### config.mk
export PLATFORM = sky130hd
export DESIGN_NAME = fixed_block_free_list_allocator_core_flat
export DESIGN_NICKNAME = d
export VERILOG_FILES = /design/src/hdl/fba_pkg.sv /design/src/hdl/fba_req_if.sv /design/src/hdl/fba_rsp_if.sv /design/src/hdl/fba_cfg_if.sv /design/src/hdl/fixed_block_free_list_allocator_core.sv /design/src/flat_wrapper.sv
export SDC_FILE = /design/constraint.sdc
export NUM_CORES = 2
export LEC_CHECK = 0
export BUFFER_PORTS_ARGS = -buffer_cell sky130_fd_sc_hd__buf_2
export CAP_MARGIN = 10
export CORE_MARGIN = 2
export CORE_UTILIZATION = 25
export CTS_BUF_LIST = sky130_fd_sc_hd__clkbuf_16
export CTS_CLUSTER_SIZE = 30
export DETAILED_ROUTE_END_ITERATION = 12
export HOLD_SLACK_MARGIN = 0.08
export PLACE_DENSITY = 0.43
export SETUP_SLACK_MARGIN = 0.5
export SLEW_MARGIN = 20
export SYNTH_ARGS = -nofsm -noshare
export SYNTH_HDL_FRONTEND = slang
export SYNTH_SLANG_ARGS = --single-unit
### constraint.sdc
create_clock -name i_clk -period 9.7 [get_ports i_clk]
set_input_delay 0.485 -clock i_clk [delete_from_list [all_inputs] [get_ports i_clk]]
set_output_delay 0.485 -clock i_clk [all_outputs]
set_load 0.05 [all_outputs]
### src/hdl/fba_pkg.sv
// Shared constants, types and helpers for the fixed block free list allocator.
package fba_pkg;

    localparam int NUM_BLOCKS = 256;
    localparam int IDX_W      = $clog2(NUM_BLOCKS);
    localparam int LINK_W     = 9;
    localparam int END_BIT    = 8;
    localparam int BS_W       = 9;
    localparam int OFF_W      = 16;
    localparam int OUT_IDX_W  = 8;
    localparam int STATUS_W   = 3;
    localparam int PROD_W     = OUT_IDX_W + BS_W;
    localparam int DIV_STEPS  = OFF_W;
    localparam int CNT_W      = $clog2(DIV_STEPS);

    localparam logic [BS_W-1:0]   BS_RESET = BS_W'(8);
    localparam logic [LINK_W-1:0] END_MARK = LINK_W'(1) << END_BIT;

    localparam logic FUNC_ALLOC = 1'b0;
    localparam logic FUNC_FREE  = 1'b1;

    typedef enum logic [STATUS_W-1:0] {
        STAT_OK    = 3'd0,
        STAT_EMPTY = 3'd1,
        STAT_SIZE  = 3'd2,
        STAT_ALIGN = 3'd3,
        STAT_RANGE = 3'd4
    } t_status;

    typedef enum logic [2:0] {
        S_IDLE,
        S_CHECK,
        S_ALLOC,
        S_DIV,
        S_FREE,
        S_DONE
    } t_state;

    function automatic logic [LINK_W-1:0] link_reset(input logic [IDX_W-1:0] idx);
        if (idx == IDX_W'(NUM_BLOCKS - 1)) begin
            return END_MARK;
        end
        return LINK_W'(idx) + LINK_W'(1);
    endfunction

endpackage

### src/hdl/fba_req_if.sv
// Request channel carrying allocate and free items.
interface fba_req_if;
    logic                         valid;
    logic                         ready;
    logic                         func;
    logic [fba_pkg::BS_W-1:0]     request_size;
    logic [fba_pkg::OFF_W-1:0]    byte_offset;

    modport source (output valid, output func, output request_size, output byte_offset,
                    input ready);
    modport sink   (input valid, input func, input request_size, input byte_offset,
                    output ready);
endinterface

### src/hdl/fba_rsp_if.sv
// Response channel carrying one result item per request.
interface fba_rsp_if;
    logic                            valid;
    logic                            ready;
    logic [fba_pkg::OUT_IDX_W-1:0]   block_index;
    logic [fba_pkg::OFF_W-1:0]       block_offset;
    logic [fba_pkg::STATUS_W-1:0]    status;
    logic                            pool_full;

    modport source (output valid, output block_index, output block_offset, output status,
                    output pool_full, input ready);
    modport sink   (input valid, input block_index, input block_offset, input status,
                    input pool_full, output ready);
endinterface

### src/hdl/fba_cfg_if.sv
// Configuration write channel for the block size register.
interface fba_cfg_if;
    logic                       valid;
    logic                       ready;
    logic [fba_pkg::BS_W-1:0]   data;

    modport source (output valid, output data, input ready);
    modport sink   (input valid, input data, output ready);
endinterface

### src/hdl/fixed_block_free_list_allocator_core.sv
// Fixed block free list allocator: link table, head register and iterative divider.
// Allocate: taken only in idle, then the check, alloc and done states lead to the result register.
// Free: 16 divider steps (one quotient bit per cycle), then the free and done states.
// Size errors, an empty pool on allocate and a zero block size on free go from check to done.
// A result stalled at the output holds the next item in its last step until the register frees.
// Reset sets block size 8 and head 0; valid bits present the initial chain with no clearing pass.
module fixed_block_free_list_allocator_core (
    input  logic        i_clk,
    input  logic        i_rst_n,
    fba_req_if.sink     i_req,
    fba_rsp_if.source   o_rsp,
    fba_cfg_if.sink     i_cfg
);

    fba_pkg::t_state                    r_state, n_state;
    logic                               r_func, n_func;
    logic [fba_pkg::BS_W-1:0]           r_req_size, n_req_size;
    logic [fba_pkg::BS_W-1:0]           r_bs;
    logic [fba_pkg::LINK_W-1:0]         r_head, n_head;
    logic [fba_pkg::OFF_W-1:0]          r_div_q, n_div_q;
    logic [fba_pkg::BS_W-1:0]           r_div_r, n_div_r;
    logic [fba_pkg::CNT_W-1:0]          r_cnt, n_cnt;
    logic [fba_pkg::OUT_IDX_W-1:0]      r_res_idx, n_res_idx;
    logic [fba_pkg::OFF_W-1:0]          r_res_off, n_res_off;
    fba_pkg::t_status                   r_res_status, n_res_status;
    logic                               r_out_valid, n_out_valid;
    logic [fba_pkg::OUT_IDX_W-1:0]      r_out_idx, n_out_idx;
    logic [fba_pkg::OFF_W-1:0]          r_out_off, n_out_off;
    fba_pkg::t_status                   r_out_status, n_out_status;
    logic                               r_out_full, n_out_full;
    logic [fba_pkg::NUM_BLOCKS-1:0]     r_lvalid;
    logic [fba_pkg::LINK_W-1:0]         r_mem_q;
    logic                               r_rd_valid;

    logic [fba_pkg::LINK_W-1:0]         link_mem [fba_pkg::NUM_BLOCKS];

    logic                               rd_en;
    logic                               wr_en;
    logic [fba_pkg::IDX_W-1:0]          head_idx;
    logic [fba_pkg::IDX_W-1:0]          slot;
    logic [fba_pkg::BS_W:0]             div_trial;
    logic [fba_pkg::BS_W+1:0]           div_diff;
    logic [fba_pkg::PROD_W-1:0]         prod;

    assign head_idx  = r_head[fba_pkg::IDX_W-1:0];
    assign slot      = r_div_q[fba_pkg::IDX_W-1:0];
    assign div_trial = {r_div_r, r_div_q[fba_pkg::OFF_W-1]};
    assign div_diff  = {1'b0, div_trial} - (fba_pkg::BS_W+2)'(r_bs);
    assign prod      = fba_pkg::PROD_W'(fba_pkg::OUT_IDX_W'(head_idx))
                     * fba_pkg::PROD_W'(r_bs);

    assign i_req.ready        = (r_state == fba_pkg::S_IDLE);
    assign i_cfg.ready        = 1'b1;
    assign o_rsp.valid        = r_out_valid;
    assign o_rsp.block_index  = r_out_idx;
    assign o_rsp.block_offset = r_out_off;
    assign o_rsp.status       = r_out_status;
    assign o_rsp.pool_full    = r_out_full;

    always_comb begin
        n_state      = r_state;
        n_func       = r_func;
        n_req_size   = r_req_size;
        n_head       = r_head;
        n_div_q      = r_div_q;
        n_div_r      = r_div_r;
        n_cnt        = r_cnt;
        n_res_idx    = r_res_idx;
        n_res_off    = r_res_off;
        n_res_status = r_res_status;
        n_out_valid  = r_out_valid;
        n_out_idx    = r_out_idx;
        n_out_off    = r_out_off;
        n_out_status = r_out_status;
        n_out_full   = r_out_full;
        rd_en        = 1'b0;
        wr_en        = 1'b0;

        if (o_rsp.ready) begin
            n_out_valid = 1'b0;
        end

        case (r_state)
            fba_pkg::S_IDLE: begin
                if (i_req.valid) begin
                    n_func     = i_req.func;
                    n_req_size = i_req.request_size;
                    n_div_q    = i_req.byte_offset;
                    n_div_r    = '0;
                    n_cnt      = '0;
                    n_state    = fba_pkg::S_CHECK;
                end
            end
            fba_pkg::S_CHECK: begin
                n_res_idx    = '0;
                n_res_off    = '0;
                n_res_status = fba_pkg::STAT_OK;
                if (r_req_size != r_bs) begin
                    n_res_status = fba_pkg::STAT_SIZE;
                    n_state      = fba_pkg::S_DONE;
                end else if (r_func == fba_pkg::FUNC_ALLOC) begin
                    if (r_head[fba_pkg::END_BIT]) begin
                        n_res_status = fba_pkg::STAT_EMPTY;
                        n_state      = fba_pkg::S_DONE;
                    end else begin
                        rd_en   = 1'b1;
                        n_state = fba_pkg::S_ALLOC;
                    end
                end else if (r_bs == '0) begin
                    n_res_status = fba_pkg::STAT_ALIGN;
                    n_state      = fba_pkg::S_DONE;
                end else begin
                    n_state = fba_pkg::S_DIV;
                end
            end
            fba_pkg::S_ALLOC: begin
                n_head    = r_rd_valid ? r_mem_q : fba_pkg::link_reset(head_idx);
                n_res_idx = fba_pkg::OUT_IDX_W'(head_idx);
                n_res_off = prod[fba_pkg::OFF_W-1:0];
                n_state   = fba_pkg::S_DONE;
            end
            fba_pkg::S_DIV: begin
                if (div_diff[fba_pkg::BS_W+1]) begin
                    n_div_r = div_trial[fba_pkg::BS_W-1:0];
                    n_div_q = {r_div_q[fba_pkg::OFF_W-2:0], 1'b0};
                end else begin
                    n_div_r = div_diff[fba_pkg::BS_W-1:0];
                    n_div_q = {r_div_q[fba_pkg::OFF_W-2:0], 1'b1};
                end
                n_cnt = r_cnt + fba_pkg::CNT_W'(1);
                if (r_cnt == fba_pkg::CNT_W'(fba_pkg::DIV_STEPS - 1)) begin
                    n_state = fba_pkg::S_FREE;
                end
            end
            fba_pkg::S_FREE: begin
                if (r_div_r != '0) begin
                    n_res_status = fba_pkg::STAT_ALIGN;
                end else if (r_div_q >= fba_pkg::OFF_W'(fba_pkg::NUM_BLOCKS)) begin
                    n_res_status = fba_pkg::STAT_RANGE;
                end else begin
                    wr_en  = 1'b1;
                    n_head = fba_pkg::LINK_W'(slot);
                end
                n_state = fba_pkg::S_DONE;
            end
            fba_pkg::S_DONE: begin
                if (!r_out_valid || o_rsp.ready) begin
                    n_out_valid  = 1'b1;
                    n_out_idx    = r_res_idx;
                    n_out_off    = r_res_off;
                    n_out_status = r_res_status;
                    n_out_full   = r_head[fba_pkg::END_BIT];
                    n_state      = fba_pkg::S_IDLE;
                end
            end
            default: begin
                n_state = fba_pkg::S_IDLE;
            end
        endcase
    end

    always_ff @(posedge i_clk) begin
        if (!i_rst_n) begin
            r_state     <= fba_pkg::S_IDLE;
            r_head      <= '0;
            r_bs        <= fba_pkg::BS_RESET;
            r_out_valid <= 1'b0;
            r_lvalid    <= '0;
        end else begin
            r_state     <= n_state;
            r_head      <= n_head;
            r_out_valid <= n_out_valid;
            if (i_cfg.valid) begin
                r_bs <= i_cfg.data;
            end
            if (wr_en) begin
                r_lvalid[slot] <= 1'b1;
            end
        end
    end

    always_ff @(posedge i_clk) begin
        r_func       <= n_func;
        r_req_size   <= n_req_size;
        r_div_q      <= n_div_q;
        r_div_r      <= n_div_r;
        r_cnt        <= n_cnt;
        r_res_idx    <= n_res_idx;
        r_res_off    <= n_res_off;
        r_res_status <= n_res_status;
        r_out_idx    <= n_out_idx;
        r_out_off    <= n_out_off;
        r_out_status <= n_out_status;
        r_out_full   <= n_out_full;
    end

    always_ff @(posedge i_clk) begin
        if (wr_en) begin
            link_mem[slot] <= r_head;
        end
        if (rd_en) begin
            r_mem_q    <= link_mem[head_idx];
            r_rd_valid <= r_lvalid[head_idx];
        end
    end

endmodule

### src/flat_wrapper.sv
// flat-port wrapper written by rule: the top's interface ports become plain ports
module fixed_block_free_list_allocator_core_flat 
  (i_clk, i_rst_n, i_req_valid, i_req_func, i_req_request_size, i_req_byte_offset, i_req_ready, o_rsp_valid, o_rsp_block_index, o_rsp_block_offset, o_rsp_status, o_rsp_pool_full, o_rsp_ready, i_cfg_valid, i_cfg_data, i_cfg_ready);
  fba_req_if i_req_i ();
  fba_rsp_if o_rsp_i ();
  fba_cfg_if i_cfg_i ();
  input  logic i_clk;
  input  logic i_rst_n;
  input wire logic [$bits(i_req_i.valid)-1:0] i_req_valid;
  input wire logic [$bits(i_req_i.func)-1:0] i_req_func;
  input wire logic [$bits(i_req_i.request_size)-1:0] i_req_request_size;
  input wire logic [$bits(i_req_i.byte_offset)-1:0] i_req_byte_offset;
  output wire logic [$bits(i_req_i.ready)-1:0] i_req_ready;
  output wire logic [$bits(o_rsp_i.valid)-1:0] o_rsp_valid;
  output wire logic [$bits(o_rsp_i.block_index)-1:0] o_rsp_block_index;
  output wire logic [$bits(o_rsp_i.block_offset)-1:0] o_rsp_block_offset;
  output wire logic [$bits(o_rsp_i.status)-1:0] o_rsp_status;
  output wire logic [$bits(o_rsp_i.pool_full)-1:0] o_rsp_pool_full;
  input wire logic [$bits(o_rsp_i.ready)-1:0] o_rsp_ready;
  input wire logic [$bits(i_cfg_i.valid)-1:0] i_cfg_valid;
  input wire logic [$bits(i_cfg_i.data)-1:0] i_cfg_data;
  output wire logic [$bits(i_cfg_i.ready)-1:0] i_cfg_ready;
  assign i_req_i.valid = i_req_valid;
  assign i_req_i.func = i_req_func;
  assign i_req_i.request_size = i_req_request_size;
  assign i_req_i.byte_offset = i_req_byte_offset;
  assign i_req_ready = i_req_i.ready;
  assign o_rsp_valid = o_rsp_i.valid;
  assign o_rsp_block_index = o_rsp_i.block_index;
  assign o_rsp_block_offset = o_rsp_i.block_offset;
  assign o_rsp_status = o_rsp_i.status;
  assign o_rsp_pool_full = o_rsp_i.pool_full;
  assign o_rsp_i.ready = o_rsp_ready;
  assign i_cfg_i.valid = i_cfg_valid;
  assign i_cfg_i.data = i_cfg_data;
  assign i_cfg_ready = i_cfg_i.ready;
  fixed_block_free_list_allocator_core u_core (.i_clk(i_clk), .i_rst_n(i_rst_n), .i_req(i_req_i), .o_rsp(o_rsp_i), .i_cfg(i_cfg_i));
endmodule
# ---- Word-level counts from Yosys, hierarchy flattened
# Memories as Yosys holds them, arrays and structs flattened. A register that Yosys moved wholly into a read port is not among the register bits.
# Index checks and enable logic that the tools add are counted.
dict set report word_totals {
  out_inout_bits 31
  memories 1
  mem_bits_rw 2304
  elab_cells 108
  input_bits 40
  register_bits 373
}
dict set report classes {
  n_lt_le_gt_ge 4
  reduce_logical 17
  n_mux 49
  multipliers 1
  n_eq_ne 14
  add_sub_neg 3
  bitwise 1
}
# name depth word_bits rd rd_ports_with_merged_regs wr line
set mem_list {}
lappend mem_list {u_core.link_mem 256 9 1 1 1 fixed_block_free_list_allocator_core.sv:35} ;# logic [fba_pkg::LINK_W-1:0] link_mem [fba_pkg::NUM_BLOCKS];
# operator count
set ops {}
lappend ops {{$or A256 B256 Y256} 1}
lappend ops {{$pmux W16 S2} 2}
lappend ops {{$mux W9} 7}
lappend ops {{$pmux W9 S2} 2}
lappend ops {{$mux W3} 11}
lappend ops {{$lt A8 B9 Y1 const B} 2}
lappend ops {{$mux W1} 18}
lappend ops {{$ge A16 B9 Y1 const B} 1}
lappend ops {{$mul A8 B9 Y16} 1}
lappend ops {{$mux W16} 1}
lappend ops {{$pmux W8 S2} 1}
lappend ops {{$pmux W3 S5} 1}
lappend ops {{$sub A10 B9 Y11} 1}
lappend ops {{$add A8 B1 Y9 const B} 1}
lappend ops {{$logic_not A9 Y1} 1}
lappend ops {{$ne A9 B9 Y1} 1}
lappend ops {{$reduce_bool A9 Y1} 1}
lappend ops {{$bmux W1 S8} 1}
lappend ops {{$demux W1 S8} 1}
lappend ops {{$eq A8 B8 Y1 const B} 1}
lappend ops {{$ge A8 B1 Y1 const B} 1}
lappend ops {{$pmux W4 S2} 1}
lappend ops {{$reduce_and A2 Y1} 4}
lappend ops {{$reduce_bool A2 Y1} 4}
lappend ops {{other kinds (17)} 23}

# ---- Depth between registers and ports, before layout
dict set report logic_depth {
  word_depth 6
  depth_mapped 22
  ltp_nobuf 17
}

# ---- Worst setup path after synthesis
# Ideal clock, no wire load.
dict set report synth_path {
  path_kind {register to register}
  from {reg u_core.r_head[2] in the netlist's numbering}
  to {reg u_core.r_res_off[15] in the netlist's numbering (data pin)}
  n_path_buf 5
  setup_ns 0.261
  required_ns 9.439
  arrival_time_ns 8.535
  stages_incl_launch_ff 22
  period_less_slack_ns 8.796
  setup_slack_ns 0.904
  cell_sequence {dfxtp_1 buf_2 buf_2 buf_1 buf_1 clkbuf_1 nand2_1 fa_1 fa_1 inv_1 fa_1 inv_1 fa_1 inv_1 ha_1 o21a_1 o31a_1 o211ai_1 a21oi_1 nor3_1 o21a_1 nor3_1}
}
dict set report synth_between {
  elab_chain_cells 2
}
# item line
set synth_rtl {}
lappend synth_rtl {{start, declared} fixed_block_free_list_allocator_core.sv:19} ;# logic [fba_pkg::LINK_W-1:0] r_head, n_head;
lappend synth_rtl {{start signal, assigned} fixed_block_free_list_allocator_core.sv:171} ;# r_head <= n_head;
lappend synth_rtl {{$mul A8 B9 Y16} fixed_block_free_list_allocator_core.sv:50} ;# * fba_pkg::PROD_W'(r_bs);
lappend synth_rtl {{$pmux W16 S2} fixed_block_free_list_allocator_core.sv:83} ;# case (r_state)
lappend synth_rtl {{end signal, assigned} fixed_block_free_list_allocator_core.sv:189} ;# r_res_off <= n_res_off;
lappend synth_rtl {{end, declared} fixed_block_free_list_allocator_core.sv:24} ;# logic [fba_pkg::OFF_W-1:0] r_res_off, n_res_off;
# No other way between the ends.
# A chain may end at the register's enable or synchronous reset.

==> flow_summary.json <==
{
  "whs_ns": 0.198,
  "finalHoldViolCount": 0,
  "period_needed_ns": 5.36,
  "worstHoldPathCells": 2,
  "min_from": "i_rst_n",
  "final_nets": 5791,
  "outcome": "completed",
  "setup_ws_ns": 4.34,
  "holdCritPathClass": "in2reg",
  "yosysTopAreaCellShare": 0.689,
  "drive_above_1_share": 0.239,
  "h-tree-depth": 5,
  "critPathKind": "reg2reg",
  "synth_edf_count": 2408,
  "fp-row-count": 237,
  "antenna_left": 0,
  "cp_slowest_cell": "a2111oi_1",
  "fin_crit_sh": 0.553,
  "path_max_fanout": 57,
  "crit_chain": "buf_4 > buf_4 > mux2i_1 > o22ai_1 > a2111oi_1 > nand2_1 > a41oi_1 > nor3_1",
  "die_y_um": 652,
  "r2r_start": "u_core.r_head[1]",
  "place_area_um2": 112000,
  "p_leak_nw": 39.1,
  "port_buffers": 69,
  "wl_um": 300000,
  "synth-seq-cells": 2686,
  "relSlewSlack": 0.219,
  "fin_worst_skew_ns": 0.0558,
  "slowest_delay_ns": 0.86,
  "ys_async_sr_fraction": 0,
  "yosysUniqueCellTypes": 70,
  "clockBufferDepth": 4,
  "areaGrowthSynthToFinish_pct": 16.3,
  "startpoint_type": "flip-flop",
  "grt_pass1_vias": 54233,
  "clk_pin_slew_worst_paths_ns": 0.06,
  "design_area_um2": 122000,
  "start_util": 0.252,
  "clkSinkCount": 2686,
  "yosysMostFrequentCell": "edfxtp_1",
  "fmax_mhz": 186,
  "crit_start": "u_core.r_head[1]",
  "clockRootBuffer": "clkbuf_16",
  "antenna_found_initial": 13,
  "dr_total_vias": 53177,
  "drv_cap": 0,
  "wl_per_cell_um": 26.3,
  "cts_setup_buffers": 0,
  "rsz0062_at_grt": "false",
  "cp_common_cell": "buf_4",
  "stdcell_count": 11403,
  "whs_endpoint": "u_core.r_bs[0]",
  "cts_tree": "yes",
  "yosys_warnings": 0,
  "setup_violations": 0,
  "regToRegSetupSlack_ns": 4.34,
  "cp.required_ns": 10.31,
  "syn_nets": 5556,
  "yosys.area.top_type": "edfxtp_1",
  "critPathArrivalTime_ns": 5.98,
  "die_w_um": 652,
  "power_density_nw_per_um2": 193,
  "hpwlAfterDp_um": 179000,
  "gr-usage-all-layers": 0.138,
  "drtIter0Drc": 5078,
  "netlist_area_um2": 105000,
  "grt_pass1_wl_um": 425000,
  "cts_made_buffers": 292,
  "drc": 0,
  "rr_endpoint": "u_core.r_mem_q[0]",
  "core_um2": 417000,
  "syn_avg_cell_area_um2": 19.3,
  "ys_seq_area_frac": 0.742,
  "synthTopCellsByCount": "edfxtp_1, mux4_2, nor2_1, dfxtp_1, o21a_1",
  "max-vdd-ir-drop_v": 0.000125,
  "dp.cells": 10819,
  "pre_cts_slack_ns": 4.25,
  "die_area_um2": 425000,
  "first_pass_iters": 5,
  "synth_area_leaders": "edfxtp_1, mux4_2, dfxtp_1",
  "overflow": 0,
  "ff2ff_path_depth": 8,
  "end_kind": "flip-flop",
  "setup_tns_ns": 0,
  "synth_top_flop_cell": "edfxtp_1",
  "grt_max_degree": 171,
  "netlist_instances": 5428,
  "ioPinCount": 71,
  "utilization": 0.293,
  "place_congestion": 0.765,
  "maxSlewViolCount": 0,
  "viasPerCell": 4.66,
  "tightestPinTransition_ns": 1.17,
  "clk_latency_ns": 0.92,
  "p_total_mw": 23.6
}
## placed cells by master, fill, tap and decap left out, types with 61 or more instances in the layout
cell       count
buf_4        140
nand2_1      159
o21a_1       262
edfxtp_1    2408
mux2i_1      123
nor2_2       117
a21oi_1       82
inv_1        141
dfxtp_1      269
mux4_2       598
clkbuf_16    302
nor2_1       222
o22ai_1      131
a22oi_1       61
buf_2         68
## logic make-up after synthesis
group | after synthesis | synth area share
AOI/OAI and AO/OA | 768 | 0.0522
xor gates and xnor gates | 33 | 0.00275
adders and majority gates | 88 | 0.0135
buffers and inverters | 403 | 0.0179
DFF | 2686 | 0.742
muxes | 726 | 0.141
other | 1 | 0.0000357
and+or+nand+nor | 723 | 0.0309
## flip-flops by register name (all words and copies together) (netlist names)
| name | cells |
|---|---|
| u_core.r_div_r | 9 |
| u_core.r_req_size | 9 |
| u_core.o_rsp.status | 3 |
| u_core.o_rsp.block_index | 8 |
| u_core.r_res_idx | 8 |
| u_core.r_res_off | 16 |
| u_core.r_func | 1 |
| u_core.o_rsp.block_offset | 16 |
| u_core.o_rsp.valid | 1 |
| u_core.o_rsp.pool_full | 1 |
| u_core.r_rd_valid | 1 |
| u_core.r_state | 3 |
| u_core.r_head | 9 |
| u_core.r_lvalid | 256 |
| u_core.r_bs | 9 |
| u_core.link_mem | 2304 |
| u_core.r_mem_q | 9 |
| u_core.r_cnt | 4 |
| u_core.r_div_q | 16 |
| u_core.r_res_status | 3 |
## worst max-delay path, delay by kind of cell, from the launching register on
family	cells	cell delay [ns]
simple gates	2	0.23
flops	1	0.79
compound gates	3	1.79
mux	1	0.71
buf+inv	2	1.36
## how the worst max path moves through the flow
stage | end | slack, ns | depth (start not counted)
floorplan | u_core.r_res_off[15] | 0.90 | 21
global placement | u_core.r_mem_q[0] | 4.07 | 8
detailed placement | u_core.r_mem_q[0] | 4.25 | 8
CTS | u_core.r_mem_q[0] | 4.25 | 8
global route | u_core.r_res_off[14] | 4.25 | 17
finish | u_core.r_mem_q[0] | 4.34 | 8
## repair_timing
action	4_1_cts	5_1_grt
resized for setup	0	0
hold buffers	47	0
endpoints found under the hold margin	37	0
## power by group
| group | switching [mW] | internal (mW) | leakage (nW) |
|---|---|---|---|
| combinational | 0.159 | 0.0600 | 8.50 |
| clock | 4.68 | 6.20 | 4.78 |
| sequential | 0.0355 | 12.5 | 25.8 |
| total | 4.88 | 18.7 | 39.1 |
## metal layers
layer | track usage | wire length, um
met1 | 0.195 | 137000
met2 | 0.220 | 140000
met3 | 0.0257 | 16900
met4 | 0.0295 | 6040
met5 | 0 | 0
## layout make-up
| cell class | count | area [um2] |
|---|---|---|
| inverters | 78 | 293 |
| clock buffers | 302 | 7560 |
| well taps | 5497 | 6880 |
| flip-flops and latches | 2686 | 77900 |
| diodes | 6 | 15.0 |
| fillers | 40728 | 295000 |
| repair buffers | 266 | 2080 |
| multi-input cells | 2339 | 25700 |
| clock inverters | 229 | 1690 |
No activity file was read; power rests on OpenSTA's default activity.
